### config.mk
export PLATFORM = sky130hd
export DESIGN_NAME = histogram_contrast_stretch_core
export DESIGN_NICKNAME = d
export VERILOG_FILES = /design/src/rtl/hcs_pkg.sv /design/src/rtl/hcs_mul.sv /design/src/rtl/hcs_div.sv /design/src/rtl/histogram_contrast_stretch_core.sv
export SDC_FILE = /design/constraint.sdc
export NUM_CORES = 1
export LEC_CHECK = 0
export BUFFER_PORTS_ARGS = -buffer_cell sky130_fd_sc_hd__buf_2
export CAP_MARGIN = 20
export CORE_MARGIN = 4
export CORE_UTILIZATION = 45
export CTS_CLUSTER_DIAMETER = 150
export DETAILED_ROUTE_END_ITERATION = 12
export PLACE_DENSITY = 0.66
export SETUP_SLACK_MARGIN = 0.4
export SLEW_MARGIN = 10
export SYNTH_ARGS = -nofsm -noshare
export SYNTH_HDL_FRONTEND = slang
export SYNTH_SLANG_ARGS = --single-unit
### constraint.sdc
create_clock -name clk -period 8.5 [get_ports clk]
set_clock_uncertainty 0.15 [all_clocks]
set_input_delay 0.85 -clock clk [delete_from_list [all_inputs] [get_ports clk]]
set_output_delay 0.85 -clock clk [all_outputs]
set_load 0.03 [all_outputs]
### src/rtl/hcs_pkg.sv
// hcs_pkg: shared types and constants for the histogram contrast stretch block
// transaction payload structs, controller state type, fixed field widths
// no dependencies
package hcs_pkg;

  // fixed widths of the transaction fields
  localparam int GREY_W = 16;

  // digit width of the serial multiplier
  localparam int MUL_DIGIT = 4;

  // full scale after reset
  localparam logic [GREY_W-1:0] MAX_GREY_RESET = 16'd255;

  // command codes
  localparam logic CMD_MEASURE = 1'b0;
  localparam logic CMD_STRETCH = 1'b1;

  // input transaction
  typedef struct packed {
    logic              cmd;
    logic [GREY_W-1:0] pixel;
    logic              first;
  } hcs_in_t;

  // output transaction
  typedef struct packed {
    logic [GREY_W-1:0] value;
    logic              flat;
  } hcs_out_t;

  // controller states
  typedef enum logic [1:0] {
    S_IDLE,
    S_MUL,
    S_DIV,
    S_OUT
  } hcs_state_t;

endpackage

### src/rtl/hcs_mul.sv
// hcs_mul: digit-serial unsigned multiplier, one MUL_DIGIT-bit digit of b per cycle
// multiplier digits enter msb first through a shift register, product accumulates
// depends on hcs_pkg
module hcs_mul #(
  parameter int PB = 16
) (
  input  logic          clk,
  input  logic          rst,
  input  logic          start,
  input  logic [PB-1:0] a,
  input  logic [PB-1:0] b,
  output logic          done,
  output logic [2*PB-1:0] prod
);
  import hcs_pkg::*;

  localparam int ND = (PB + MUL_DIGIT - 1) / MUL_DIGIT;
  localparam int BW = ND * MUL_DIGIT;
  localparam int CW = $clog2(ND + 1);

  logic            busy;
  logic [CW-1:0]   cnt;
  logic [PB-1:0]   mcand;
  logic [BW-1:0]   bsh;
  logic [2*PB-1:0] acc;
  logic [2*PB-1:0] acc_next;
  logic [PB+MUL_DIGIT-1:0] partial;
  logic            last;

  // one partial product per cycle, accumulator shifted by one digit
  assign partial  = mcand * bsh[BW-1 -: MUL_DIGIT];
  assign acc_next = {acc[2*PB-MUL_DIGIT-1:0], {MUL_DIGIT{1'b0}}} + (2*PB)'(partial);
  assign last     = busy && (cnt == CW'(1));

  // control
  always_ff @(posedge clk) begin
    if (rst) begin
      busy <= 1'b0;
      done <= 1'b0;
    end else begin
      done <= last;
      if (start) begin
        busy <= 1'b1;
      end else if (last) begin
        busy <= 1'b0;
      end
    end
  end

  // datapath
  always_ff @(posedge clk) begin
    if (start) begin
      mcand <= a;
      bsh   <= BW'(b);
      acc   <= '0;
      cnt   <= CW'(ND);
    end else if (busy) begin
      acc <= acc_next;
      bsh <= bsh << MUL_DIGIT;
      cnt <= cnt - CW'(1);
    end
  end

  assign prod = acc;

endmodule

### src/rtl/hcs_div.sv
// hcs_div: radix-2 restoring divider, one quotient bit per cycle, saturating at lim
// quotient bits shift into the low half of the dividend register
// depends on hcs_pkg
module hcs_div #(
  parameter int PB = 16
) (
  input  logic            clk,
  input  logic            rst,
  input  logic            start,
  input  logic [2*PB-1:0] num,
  input  logic [PB-1:0]   den,
  input  logic [PB-1:0]   lim,
  output logic            done,
  output logic [PB-1:0]   quo
);
  import hcs_pkg::*;

  localparam int CW = $clog2(PB + 1);

  logic          busy;
  logic [CW-1:0] cnt;
  logic [PB-1:0] rem;
  logic [PB-1:0] lo;
  logic [PB-1:0] dsr;
  logic          ovf;
  logic [PB:0]   trial;
  logic [PB:0]   diff;
  logic          ge;
  logic          last;

  // trial subtract of the divisor from the shifted remainder
  assign trial = {rem, lo[PB-1]};
  assign diff  = trial - (PB+1)'(dsr);
  assign ge    = trial >= (PB+1)'(dsr);
  assign last  = busy && (cnt == CW'(1));

  // control
  always_ff @(posedge clk) begin
    if (rst) begin
      busy <= 1'b0;
      done <= 1'b0;
    end else begin
      done <= last;
      if (start) begin
        busy <= 1'b1;
      end else if (last) begin
        busy <= 1'b0;
      end
    end
  end

  // datapath: a high half at or above the divisor means a quotient past PB bits
  always_ff @(posedge clk) begin
    if (start) begin
      rem <= num[2*PB-1:PB];
      lo  <= num[PB-1:0];
      dsr <= den;
      ovf <= num[2*PB-1:PB] >= den;
      cnt <= CW'(PB);
    end else if (busy) begin
      rem <= ge ? diff[PB-1:0] : trial[PB-1:0];
      lo  <= {lo[PB-2:0], ge};
      cnt <= cnt - CW'(1);
    end
  end

  // saturate to full scale
  assign quo = (ovf || (lo > lim)) ? lim : lo;

endmodule

### src/rtl/histogram_contrast_stretch_core.sv
// histogram_contrast_stretch_core: measure items are taken back to back while idle.
// stretch items pass through the serial multiplier (4 bits a cycle), then the restoring
// divider (1 bit a cycle), then the output register; no new item is taken until the
// result is loaded there. A flat range skips both units; a result still held under
// out_stall delays the load.
// sync reset: max_grey 255, min all ones, max zero, no result; uses hcs_pkg, hcs_mul, hcs_div
module histogram_contrast_stretch_core #(
  parameter int PIXEL_BITS = 16
) (
  input  logic                      clk,
  input  logic                      rst,
  input  logic                      cfg_wr_en,
  input  logic [hcs_pkg::GREY_W-1:0] cfg_wr_data,
  input  logic                      in_valid,
  output logic                      in_stall,
  input  hcs_pkg::hcs_in_t          in_data,
  output logic                      out_valid,
  input  logic                      out_stall,
  output hcs_pkg::hcs_out_t         out_data
);
  import hcs_pkg::*;

  localparam int PB = PIXEL_BITS;

  hcs_state_t        state;
  hcs_state_t        state_next;
  logic [PB-1:0]     max_grey;
  logic [PB-1:0]     low_seen;
  logic [PB-1:0]     high_seen;
  logic [PB-1:0]     den;
  logic              flat;
  logic [PB-1:0]     pix_raw;
  logic [PB-1:0]     pix;
  logic [PB-1:0]     low_base;
  logic [PB-1:0]     high_base;
  logic [PB-1:0]     span;
  logic              flat_now;
  logic              accept;
  logic              measure;
  logic              stretch;
  logic              mul_start;
  logic              div_start;
  logic              load_out;
  logic              mul_done;
  logic              div_done;
  logic [2*PB-1:0]   prod;
  logic [PB-1:0]     quo;

  // pixel limited to full scale
  assign pix_raw = PB'(in_data.pixel);
  assign pix     = (pix_raw > max_grey) ? max_grey : pix_raw;

  assign accept  = in_valid && !in_stall;
  assign measure = accept && (in_data.cmd == CMD_MEASURE);
  assign stretch = accept && (in_data.cmd == CMD_STRETCH);

  // running statistics, restart seeds the minimum with full scale
  assign low_base  = in_data.first ? max_grey : low_seen;
  assign high_base = in_data.first ? '0 : high_seen;
  assign flat_now  = high_seen <= low_seen;
  assign span      = (pix > low_seen) ? (pix - low_seen) : '0;

  always_ff @(posedge clk) begin
    if (rst) begin
      max_grey  <= PB'(MAX_GREY_RESET);
      low_seen  <= '1;
      high_seen <= '0;
    end else begin
      if (cfg_wr_en) begin
        max_grey <= PB'(cfg_wr_data);
      end
      if (measure) begin
        low_seen  <= (pix < low_base) ? pix : low_base;
        high_seen <= (pix > high_base) ? pix : high_base;
      end
    end
  end

  // operands held for the divider
  always_ff @(posedge clk) begin
    if (stretch) begin
      den  <= high_seen - low_seen;
      flat <= flat_now;
    end
  end

  // state register
  always_ff @(posedge clk) begin
    if (rst) begin
      state <= S_IDLE;
    end else begin
      state <= state_next;
    end
  end

  // next state and unit strobes
  always_comb begin
    state_next = state;
    mul_start  = 1'b0;
    div_start  = 1'b0;
    load_out   = 1'b0;
    case (state)
      S_IDLE: begin
        if (stretch) begin
          if (flat_now) begin
            state_next = S_OUT;
          end else begin
            mul_start  = 1'b1;
            state_next = S_MUL;
          end
        end
      end
      S_MUL: begin
        if (mul_done) begin
          div_start  = 1'b1;
          state_next = S_DIV;
        end
      end
      S_DIV: begin
        if (div_done) begin
          state_next = S_OUT;
        end
      end
      S_OUT: begin
        if (!out_valid || !out_stall) begin
          load_out   = 1'b1;
          state_next = S_IDLE;
        end
      end
      default: begin
        state_next = S_IDLE;
      end
    endcase
  end

  assign in_stall = (state != S_IDLE);

  // product of offset pixel and full scale
  hcs_mul #(
    .PB (PB)
  ) u_mul (
    .clk   (clk),
    .rst   (rst),
    .start (mul_start),
    .a     (span),
    .b     (max_grey),
    .done  (mul_done),
    .prod  (prod)
  );

  // divide by the measured range
  hcs_div #(
    .PB (PB)
  ) u_div (
    .clk   (clk),
    .rst   (rst),
    .start (div_start),
    .num   (prod),
    .den   (den),
    .lim   (max_grey),
    .done  (div_done),
    .quo   (quo)
  );

  // output register, frees the core while a result waits
  always_ff @(posedge clk) begin
    if (rst) begin
      out_valid <= 1'b0;
    end else if (load_out) begin
      out_valid <= 1'b1;
    end else if (out_valid && !out_stall) begin
      out_valid <= 1'b0;
    end
  end

  always_ff @(posedge clk) begin
    if (load_out) begin
      out_data.value <= flat ? '0 : GREY_W'(quo);
      out_data.flat  <= flat;
    end
  end

  // a flat result carries a zero value
  a_flat_zero: assert property (@(posedge clk) disable iff (rst)
    out_valid && out_data.flat |-> out_data.value == '0)
    else $error("flat result with nonzero value");

  // result never exceeds full scale
  a_full_scale: assert property (@(posedge clk) disable iff (rst)
    out_valid |-> out_data.value <= GREY_W'(max_grey))
    else $error("result above max_grey");

  // multiplier finishes only while the controller waits for it
  a_mul_done: assert property (@(posedge clk) disable iff (rst)
    mul_done |-> state == S_MUL)
    else $error("multiplier done outside multiply phase");

  // divider finishes only while the controller waits for it
  a_div_done: assert property (@(posedge clk) disable iff (rst)
    div_done |-> state == S_DIV)
    else $error("divider done outside divide phase");

endmodule
* Yosys cells after proc, flatten, opt, wreduce, memory -nomap -nowiden
Index checks and enable logic that the tools add are counted.
W data, S select, Z words.
** Operators by class
- Add/sub/neg operators :: 6
- Bitwise logic cells :: 1
- $lt $le $gt $ge :: 8
- Reduce and logical (&&, ||, !) cells :: 19
- Muxes and demuxes :: 32
- Equality and inequality tests :: 9
- Multipliers :: 1
** Operators with widths (count)
- $mux W16 :: 13
- $gt A16 B16 Y1 :: 4
- $sub A16 B16 Y16 :: 3
- $add A32 B20 Y32 :: 1
- $mul A16 B4 Y20 :: 1
- $ge A17 B16 Y1 :: 1
- $ge A16 B16 Y1 :: 1
- $le A16 B16 Y1 :: 1
- $lt A16 B16 Y1 :: 1
- $mux W1 :: 13
- $reduce_bool A2 Y1 :: 6
- $mux W2 :: 5
- $pmux W2 S4 :: 1
- $logic_and A1 B1 Y1 :: 6
- $eq A5 B1 Y1 const B :: 1
- $sub A5 B1 Y5 const B :: 1
- $eq A2 B2 Y1 const B :: 2
- $ne A2 B1 Y1 const B :: 2
- $ne A2 B2 Y1 const B :: 2
- $reduce_and A4 Y1 :: 1
- $eq A3 B1 Y1 const B :: 1
- $logic_not A1 Y1 :: 3
- $sub A3 B1 Y3 const B :: 1
- $eq A2 B1 Y1 const B :: 1
- other kinds (3) :: 4
** Storage, ports and cells
- Output and inout bits :: 19
- Bits in registers :: 210

* Longest topological paths before layout
Gate-level depths: netlist (run 1).
- Word-level depth :: 7
- Depth in mapped cells :: 23
- Gate-level depth less buffers :: 19

* Modules after synthesis
Synthesis (run 1) repeated with hierarchy kept, for this count alone.
** Second synthesis, totals
- Cell total of the unflattened synthesis :: 1723
- Area total of the unflattened synthesis :: 16354.4 um^2
** By module, submodules not included
- histogram_contrast_stretch_core :: cells an instance 762, instances 1, area each 6767.7 um^2
- hcs_mul :: cells an instance 547, instances 1, area each 5311.3 um^2
- hcs_div :: cells an instance 414, instances 1, area each 4275.4 um^2

* Worst setup path after synthesis (run 1)
Ideal clock, no wire load.
- Path kind :: input -> register
- From :: input port in_data[15] (netlist name)
- To :: register u_mul.mcand[15] (data pin)
- Stages on the path :: 19
- Arrival time :: 5.300 ns
- Path buffers :: 1
- Data required time :: 8.091 ns
- Slack :: 2.791 ns
- Setup time :: 0.259 ns
- Cells stage by stage :: ha_1 > nand3_2 > or4_4 > a21o_1 > a31oi_1 > buf_4 > mux2i_1 > nand2_1 > fa_1 > a21o_1 > a21oi_1 > o21ai_0 > a21oi_1 > o21ai_0 > a221o_1 > a31oi_1 > o21bai_1 > and4b_1 > a211o_1
** Between the ends
- Cells in the longest elaborated chain, start to end :: 3
** Ends and longest elaborated chain
- from (decl) :: line histogram_contrast_stretch_core.sv:16 : input hcs_pkg::hcs_in_t in_data,
- $gt A16 B16 Y1 :: line histogram_contrast_stretch_core.sv:51 : assign pix = (pix_raw > max_grey) ? max_grey : pix_raw;
- $mux W16 * :: line histogram_contrast_stretch_core.sv:51
- $sub A16 B16 Y16 / $gt A16 B16 Y1 (equally long branches) :: line histogram_contrast_stretch_core.sv:61 : assign span = (pix > low_seen) ? (pix - low_seen) : '0;
- to (signal assigned) :: line hcs_mul.sv:53 : mcand <= a;
- to (decl) :: line hcs_mul.sv:23 : logic [PB-1:0] mcand;
Mark *: on every way between the ends. The rest lies on a longest branch, timed or not.
A chain may end at the register's enable or synchronous reset.

* Worst setup path in the final report (run 1)
- From :: register max_grey[15]
- To :: register u_mul.mcand[15] (data pin)
** Between the ends
- Cells in the longest elaborated chain, start to end :: 3
** Ends and longest elaborated chain
- from (decl) :: line histogram_contrast_stretch_core.sv:27 : logic [PB-1:0] max_grey;
- from (signal assigned) :: line histogram_contrast_stretch_core.sv:65 : max_grey <= PB'(MAX_GREY_RESET);
- from (signal assigned) :: line histogram_contrast_stretch_core.sv:70 : max_grey <= PB'(cfg_wr_data);
- $gt A16 B16 Y1 :: line histogram_contrast_stretch_core.sv:51
- $mux W16 * :: line histogram_contrast_stretch_core.sv:51
- $sub A16 B16 Y16 / $gt A16 B16 Y1 (equally long branches) :: line histogram_contrast_stretch_core.sv:61
Marked as above.

==> results.md, run 1 <==
* Outcome: finished, final reports clean
* Max-slew violations at 0
* Number of global-route vias before repair at 11896
* Final Non-Filler Cells at 2185
* Latest clock arrival within the worst-skew pair at 0.53 ns
* DR vias at 12362
* Mapped Nets at 1924
* Post-Synthesis Cell Area at 15600 µm²
* Finish-stage setup viols at 0
* DIE WIDTH at 194 µm
* PortBufs at 57
* Hold Fails Final Rpt at 0
* Worst setup EP type: register
* Worst EP arrival at 6.55 ns
* Cell area power density at roughly 170 nW/µm²
* #FFs+latches synth at 210
* Crit-path slowest cell: or4_4
* Area Overhead vs Synth at 10.2%
* Num CTS Buffers at 25
* DP HPWL at 33600 µm
* Final ANT Viol Nets at 0
* Diode count at 0
* Wire per inst at around 20 µm
* Clk pwr share at 36.6%
* CP required at roughly 8.6 ns
* CTS tree: done
* Synth Warn # at 0
* Max Cap Violations at 0
* Nets at just under 2000
* Crit-path max cell delay at between 0.5 and 0.6 ns
* Library cells used by synthesis at 65
* Die footprint at 37600 µm²
* Worst setup startpoint: max_grey[15]
* Worst Tran Pin Value at roughly 1.1 ns
* Num rows at 67
* Initial Util at between 40% and 50%
* Share of layout cells above drive strength 1 at approximately 8.3%
* Slew HR at 24.8%
* FF-to-FF Start: max_grey[15]
* DR DRC count at 0
* CP Cell Sequence: inv_1 > ha_1 > nand3_2 > or4_4 > a21o_1 > a31oi_2 > buf_4 > mux2i_1 > inv_1 > ha_1 > a21o_1 > a21oi_1 > inv_1 > a21oi_1 > o21ai_0 > a221o_1 > a31oi_1 > o21bai_1 > and4b_1 > a211o_1
* First-pass GRT wire length at 67100 µm
* Setup tns final at 0 ns
* First DRT Iteration DRCs at between 900 and 1000
* Top delay family on crit path: compound AO/OA/AOI/OAI gates
* R2r endpoint: u_mul.mcand[15]
* R2R setup slack at 2.08 ns
* Initial antenna violation count at 0
* Int Power at 0.00203 W
* Seq. cell area at between 5000 and 6000 µm²
* Critical Path Stages at 20
* Clock-pin slew on the worst setup and hold paths at approximately 0.060 ns
* IO Pins at 58
* NetSw at 0.000908 W
* Tmin final at 6.42 ns
* Synth Flop Type: edfxtp_1
* DRT Pass-1 Iters at 6
* Kind of critical path: reg -> reg
* Synthesized netlist cell count at 1679
* Crit Path Max Fanout at 17
* Synth async-reset ratio at 0%
* Sw Share at 30.9%
* Static leakage at roughly 8 nW
* Clk sinks at 210
* FMAX at 0.156 GHz
* Hold_sp: den[15]
* Die height at 194 µm
* GR Overflow Total at 0
* # fillers at 3194
* RSZ-0062 raised after global routing: false
* Routed wire length at roughly 43000 µm
* Peak supply drop at 0.152 mV
* Vias/cell at 5.66
* Hold Buf Count CTS at 0
* GRT Util Overall at 22.2%
* Post-CTS Setup Repair Bufs at 0
* Clock tree buffer depth at 3
* GP Congestion at 0.926
* Sequential Power Share at about 40%
* Hold/Removal Path Class: reg -> reg
* Pin count of the biggest net entering global routing at between 60 and 70
* Comb pwr share at 23.4%
* Final worst-path cycle share at 75.5%
* H-tree levels at 1
* Multi-input logic area at 9270 µm²
* Root Buffer: clkbuf_16
* CP Buf/Inv Count at 4
* Hold Path Sink: u_div.dsr[15]
* Post-synthesis sequential area ratio at 34.4%
* Worst reg2reg path depth at 20
* WHS Path Cells at 0
* Inst Count DP at 2139
* Syn avg cell area at 9.27 µm²
* Startpoint types: register
* Core area at 33900 µm²
* Post-CTS sizing at 0
* Number of enable flip-flop cells after synthesis at 115
* CP most frequent cell: inv_1
-- final cells by class --
cell class	count	area share, %
timing repair buffer	72	2.36
sequential	210	31.2
clock inverter	13	0.802
inverter	199	4.35
clock buffer	32	4.04
multi-input combinational	1211	54.0
tap	448	3.27
-- power groups by stage --
stage                     Clock (W)  Sequential [W]  Combinational, W
final                       0.00107         0.00117          0.000688
after global routing        0.00114         0.00118          0.000758
after CTS                   0.00110         0.00117          0.000682
after detailed placement          0         0.00119          0.000679
after global placement            0         0.00119          0.000669
after floorplan                   0         0.00118          0.000478
-- Yosys cell counts, types with 16 or more instances --
cell type	number	area (µm²)
inv_1	199	747
ha_1	160	2000
nor2_1	130	488
nand2_1	127	477
edfxtp_1	115	3450
mux2i_1	100	1000
dfxtp_1	95	1900
a21oi_1	94	470
o21ai_0	59	295
and2_1	56	350
clkbuf_1	47	176
fa_1	46	921
xnor2_1	44	385
nand2b_1	43	269
nor3_1	37	185
a211oi_1	35	263
a21o_1	30	225
nand4_1	22	138
nand3_1	19	95.1
nor2b_1	19	119
or3_1	19	119
o221ai_1	17	149
o211ai_1	16	120
-- worst max-delay path by stage --
| stage | to |
|---|---|
| final | u_mul.mcand[15] |
| after detailed placement | u_mul.mcand[15] |
| after global routing | u_mul.mcand[15] |
| after CTS | u_mul.mcand[15] |
| after global placement | u_mul.mcand[15] |
| after floorplan | u_mul.mcand[15] |
-- routing by layer --
metal | GRT usage, % | routed length, µm
met1 | 31.3 | 19400
met2 | 35.6 | 19400
met3 | 3.28 | 2870
met4 | 7.03 | 1430
met5 | 0 | 0
-- registers in the layout, indices dropped and copies added, names as in the netlist, 2 cells and up --
name / flops
state: 2
u_mul.cnt: 3
out_data: 17
max_grey: 16
high_seen: 16
low_seen: 16
u_mul.prod: 32
u_mul.mcand: 16
u_div.lo: 16
u_div.cnt: 5
u_mul.bsh: 16
den: 16
u_div.dsr: 16
u_div.rem: 16
-- logic make-up (layout without fill, tap and decap cells) --
logic type	after synthesis	in the layout	synth area share (%)
multiplexers	115	115	7.51
flip-flops	210	210	34.4
buffers and inverters	258	316	6.36
adder cells (fa/ha/maj)	207	207	18.8
XOR/XNOR	58	58	3.26
AO/OA/AOI/OAI	320	320	13.4
AND/OR/NAND/NOR	511	511	16.3
-- worst reg2reg max path: cells and delay by family (launching register included) --
kind	cells	cell delay (ns)
mux	1	0.42
simple gates	3	0.93
buf+inv	4	0.79
compound gates	10	2.60
flops	1	0.55
fa+ha+maj	2	0.73
-- layout by cell type (no fill, tap or decap), drive strengths merged, types with 46 or more instances in the layout --
cell type,instances
o21ai,60
ha,160
buf,72
nand2,127
dfxtp,95
mux2i,100
inv,201
nor2,130
fa,46
a21oi,94
and2,56
edfxtp,115
-- stage by stage --
step	worst slack [ns]	total power, W	hold WS [ns]	cell area, µm²	utilization, %
5_1_grt	1.69	0.00308	0.332	17200	50.7
3_5_place_dp	1.86	0.00187	0.295	16300	48.2
2_1_floorplan	2.79	0.00166	0.274	15600	-
6_report	2.08	0.00293	0.307	17200	50.7
4_1_cts	2.15	0.00296	0.309	17200	50.6
3_3_place_gp	2.01	0.00186	0.289	16300	48.2
Note: power is estimated with default switching activity, not from simulation.
==> run 2, diff against run 1 <==
- clock period: 8.5 -> 6.65 ns (I/O delays scaled with it)
==> run 2 against run 1 <==
Compared with the run above: maximum frequency increased by 8.3%; total power increased by 33%; sequential power rose by 28%; critical endpoint unchanged; global-route usage increased by 0.57 points; worst setup slack worse by 1.4 ns; via count up 0.12%; die area unchanged; critical path depth is the same; non-clock buffer count increased by 6.
==> results.md, run 2 (synthesis gave the netlist of run 1 again) <==
* Outcome: finished, final reports clean (unchanged)
* Initial antenna violation count at 2 (was 0)
* Max-slew violations at 0 (unchanged)
* Root Buffer: clkbuf_16 (unchanged)
* Clock tree buffer depth at 3 (unchanged)
* CTS tree: done (unchanged)
* Clock-pin slew on the worst setup and hold paths at 0.06 ns (about the same)
* # fillers at 3165 (was 3194)
* Crit Path Max Fanout at 12 (was 17)
* Final WS setup at 0.722 ns (was 2.08 ns)
* Setup tns final at 0 ns (unchanged)
* First DRT Iteration DRCs at 848 (was 991)
* RSZ-0062 raised after global routing: false (unchanged)
* Worst EP arrival at 6.05 ns (was 6.55 ns)
* Die footprint at 37600 µm² (unchanged)
* Final worst-path cycle share at 89.1% (was 75.5%)
* Startpoint types: register (unchanged)
* Finish-stage setup viols at 0 (unchanged)
* Worst Tran Pin Value at 1.10 ns (was 1.12 ns)
* Static leakage at 7.87 nW (was 7.80 nW)
* FMAX at 0.169 GHz (was 0.156 GHz)
* GRT Util Overall at 22.8% (was 22.2%)
* Share of layout cells above drive strength 1 at 8.83% (was 8.29%)
* Max Cap Violations at 0 (unchanged)
* CP required at 6.78 ns (was 8.63 ns)
* Vias/cell at 5.65 (was 5.66)
* Area Overhead vs Synth at 11.1% (was 10.2%)
* Final ANT Viol Nets at 0 (unchanged)
* Num rows at 67 (unchanged)
* Met2 global-route usage at 35.8% (was 35.6%)
* DR DRC count at 0 (unchanged)
* Latest clock arrival within the worst-skew pair at 0.53 ns (about the same)
* DIE WIDTH at 194 µm (unchanged)
* WHS Path Cells at 3 (was 0)
* CP Cell Sequence: inv_1 > ha_1 > nand3_2 > or4_4 > a21o_1 > a31oi_4 > buf_4 > mux2i_1 > inv_1 > ha_1 > a21o_1 > a21oi_1 > o21ai_0 > a21oi_1 > o21ai_0 > a221o_1 > a31oi_1 > o21bai_1 > and4b_1 > a211o_1 (was inv_1 > ha_1 > nand3_2 > or4_4 > a21o_1 > a31oi_2 > buf_4 > mux2i_1 > inv_1 > ha_1 > a21o_1 > a21oi_1 > inv_1 > a21oi_1 > o21ai_0 > a221o_1 > a31oi_1 > o21bai_1 > and4b_1 > a211o_1)
* Kind of critical path: reg -> reg (unchanged)
* Diode count at 0 (unchanged)
* DRT Pass-1 Iters at 5 (was 6)
* GR Layer Usage met1 at 31.9% (was 31.3%)
* Critical Path Stages at 20 (unchanged)
* H-tree levels at 1 (unchanged)
* DR vias at 12377 (was 12362)
* Num CTS Buffers at 25 (unchanged)
* First-pass GRT wire length at 69100 µm (was 67100 µm)
* Hold Buf Count CTS at 0 (unchanged)
* Core area at 33900 µm² (unchanged)
* Initial Util at 46.0% (unchanged)
* Crit-path slowest cell: or4_4 (unchanged)
* Tmin final at 5.93 ns (was 6.42 ns)
* Most common cell after layout, fill and taps aside: inv_1 (unchanged)
* Hold Fails Final Rpt at 0 (unchanged)
* Worst reg2reg path depth at 20 (unchanged)
* Top Usage Layer GRT: met2 (unchanged)
* Post-CTS sizing at 0 (unchanged)
* Clk sinks at 210 (unchanged)
* Post-Place Worst Slack at 0.445 ns (was 1.86 ns)
* Slew HR at 26.7% (was 24.8%)
* GP Congestion at 0.968 (was 0.926)
* Pin count of the biggest net entering global routing at 60 (was 65)
* Inst Count DP at 2145 (was 2139)
* GR Util met3 at 3.48% (was 3.28%)
* DP HPWL at 34200 µm (was 33600 µm)
* Nets at 1970 (was 1964)
* Top delay family on crit path: compound AO/OA/AOI/OAI gates (unchanged)
* Cell area power density at 225 nW/µm² (was 171 nW/µm²)
* Wire per inst at 19.9 µm (was 19.7 µm)
* Number of global-route vias before repair at 12316 (was 11896)
* Crit-path max cell delay at 0.57 ns (about the same)
* Post-CTS Setup Repair Bufs at 0 (unchanged)
* CP Buf/Inv Count at 3 (was 4)
* Worst setup EP type: register (unchanged)
* Die height at 194 µm (unchanged)
* Peak supply drop at 0.183 mV (was 0.152 mV)
* IO Pins at 58 (unchanged)
* Routed wire length at 43700 µm (was 43100 µm)
* PortBufs at 57 (unchanged)
* Most frequent cells in the layout: inv_1 (199), ha_1 (160), nor2_1 (129) (unchanged)
* GR Overflow Total at 0 (unchanged)
* Final Non-Filler Cells at 2192 (was 2185)
* Hold/Removal Path Class: in -> reg (was reg -> reg)
* Max FFs per register at 32 (unchanged)
==> run 2: cell count changes in the layout (fill, tap and decap cells not counted), sizes merged <==
cell,delta
bufinv,+4
clkbuf,-6
buf,+6
clkinv,+3
==> run 2: metrics by stage <==
stage	area (µm²)	util, %	total power, W	hold slack [ns]
after floorplan	15600	-	0.00212	0.274
after global placement	16400	48.3	0.00239	0.283
after detailed placement	16400	48.3	0.00240	0.282
after CTS	17300	51.0	0.00391	0.186
after global routing	17300	51.1	0.00407	0.193
final	17300	51.1	0.00389	0.208
==> run 2: routing by layer <==
layer | wire [µm] | vias up | share of wire [%]
met4 | 1900 | 2 | 4.3
li1 | - | 5982 | -
met3 | 2540 | 88 | 5.8
met1 | 20000 | 5948 | 46
met2 | 19200 | 357 | 44
met5 | 12 | - | 0.027
==> run 2: power breakdown <==
group,internal (W),switching [W],total [W]
registers,0.00144,0.0000590,0.00150
logic,0.000335,0.000556,0.000892
clock network,0.000934,0.000566,0.00150
==> run 2: area by class of cell <==
class | instances | area (µm²) | area share (%)
multi-input cells | 1211 | 9280 | 53.6
flip-flops and latches | 210 | 5360 | 31.0
inverters | 199 | 747 | 4.32
clock buffers | 26 | 639 | 3.70
well taps | 448 | 561 | 3.24
repair buffers | 78 | 450 | 2.60
clock inverters | 20 | 265 | 1.53
==> run 2: worst paths after layout <==
kind | slack (ns) | end | start
worst max-delay path | 0.72 | u_mul.mcand[15] | max_grey[15]
worst min-delay path | 0.21 | max_grey[5] | cfg_wr_data[5]
worst max register to register | 0.72 | u_mul.mcand[15] | max_grey[15]
worst min register to register | 0.29 | u_div.dsr[9] | den[9]
==> run 2: tightest hold or removal path: stages <==
cell and delay, ns:
buf_2 0.07, nand2_1 0.04, o211ai_1 0.06
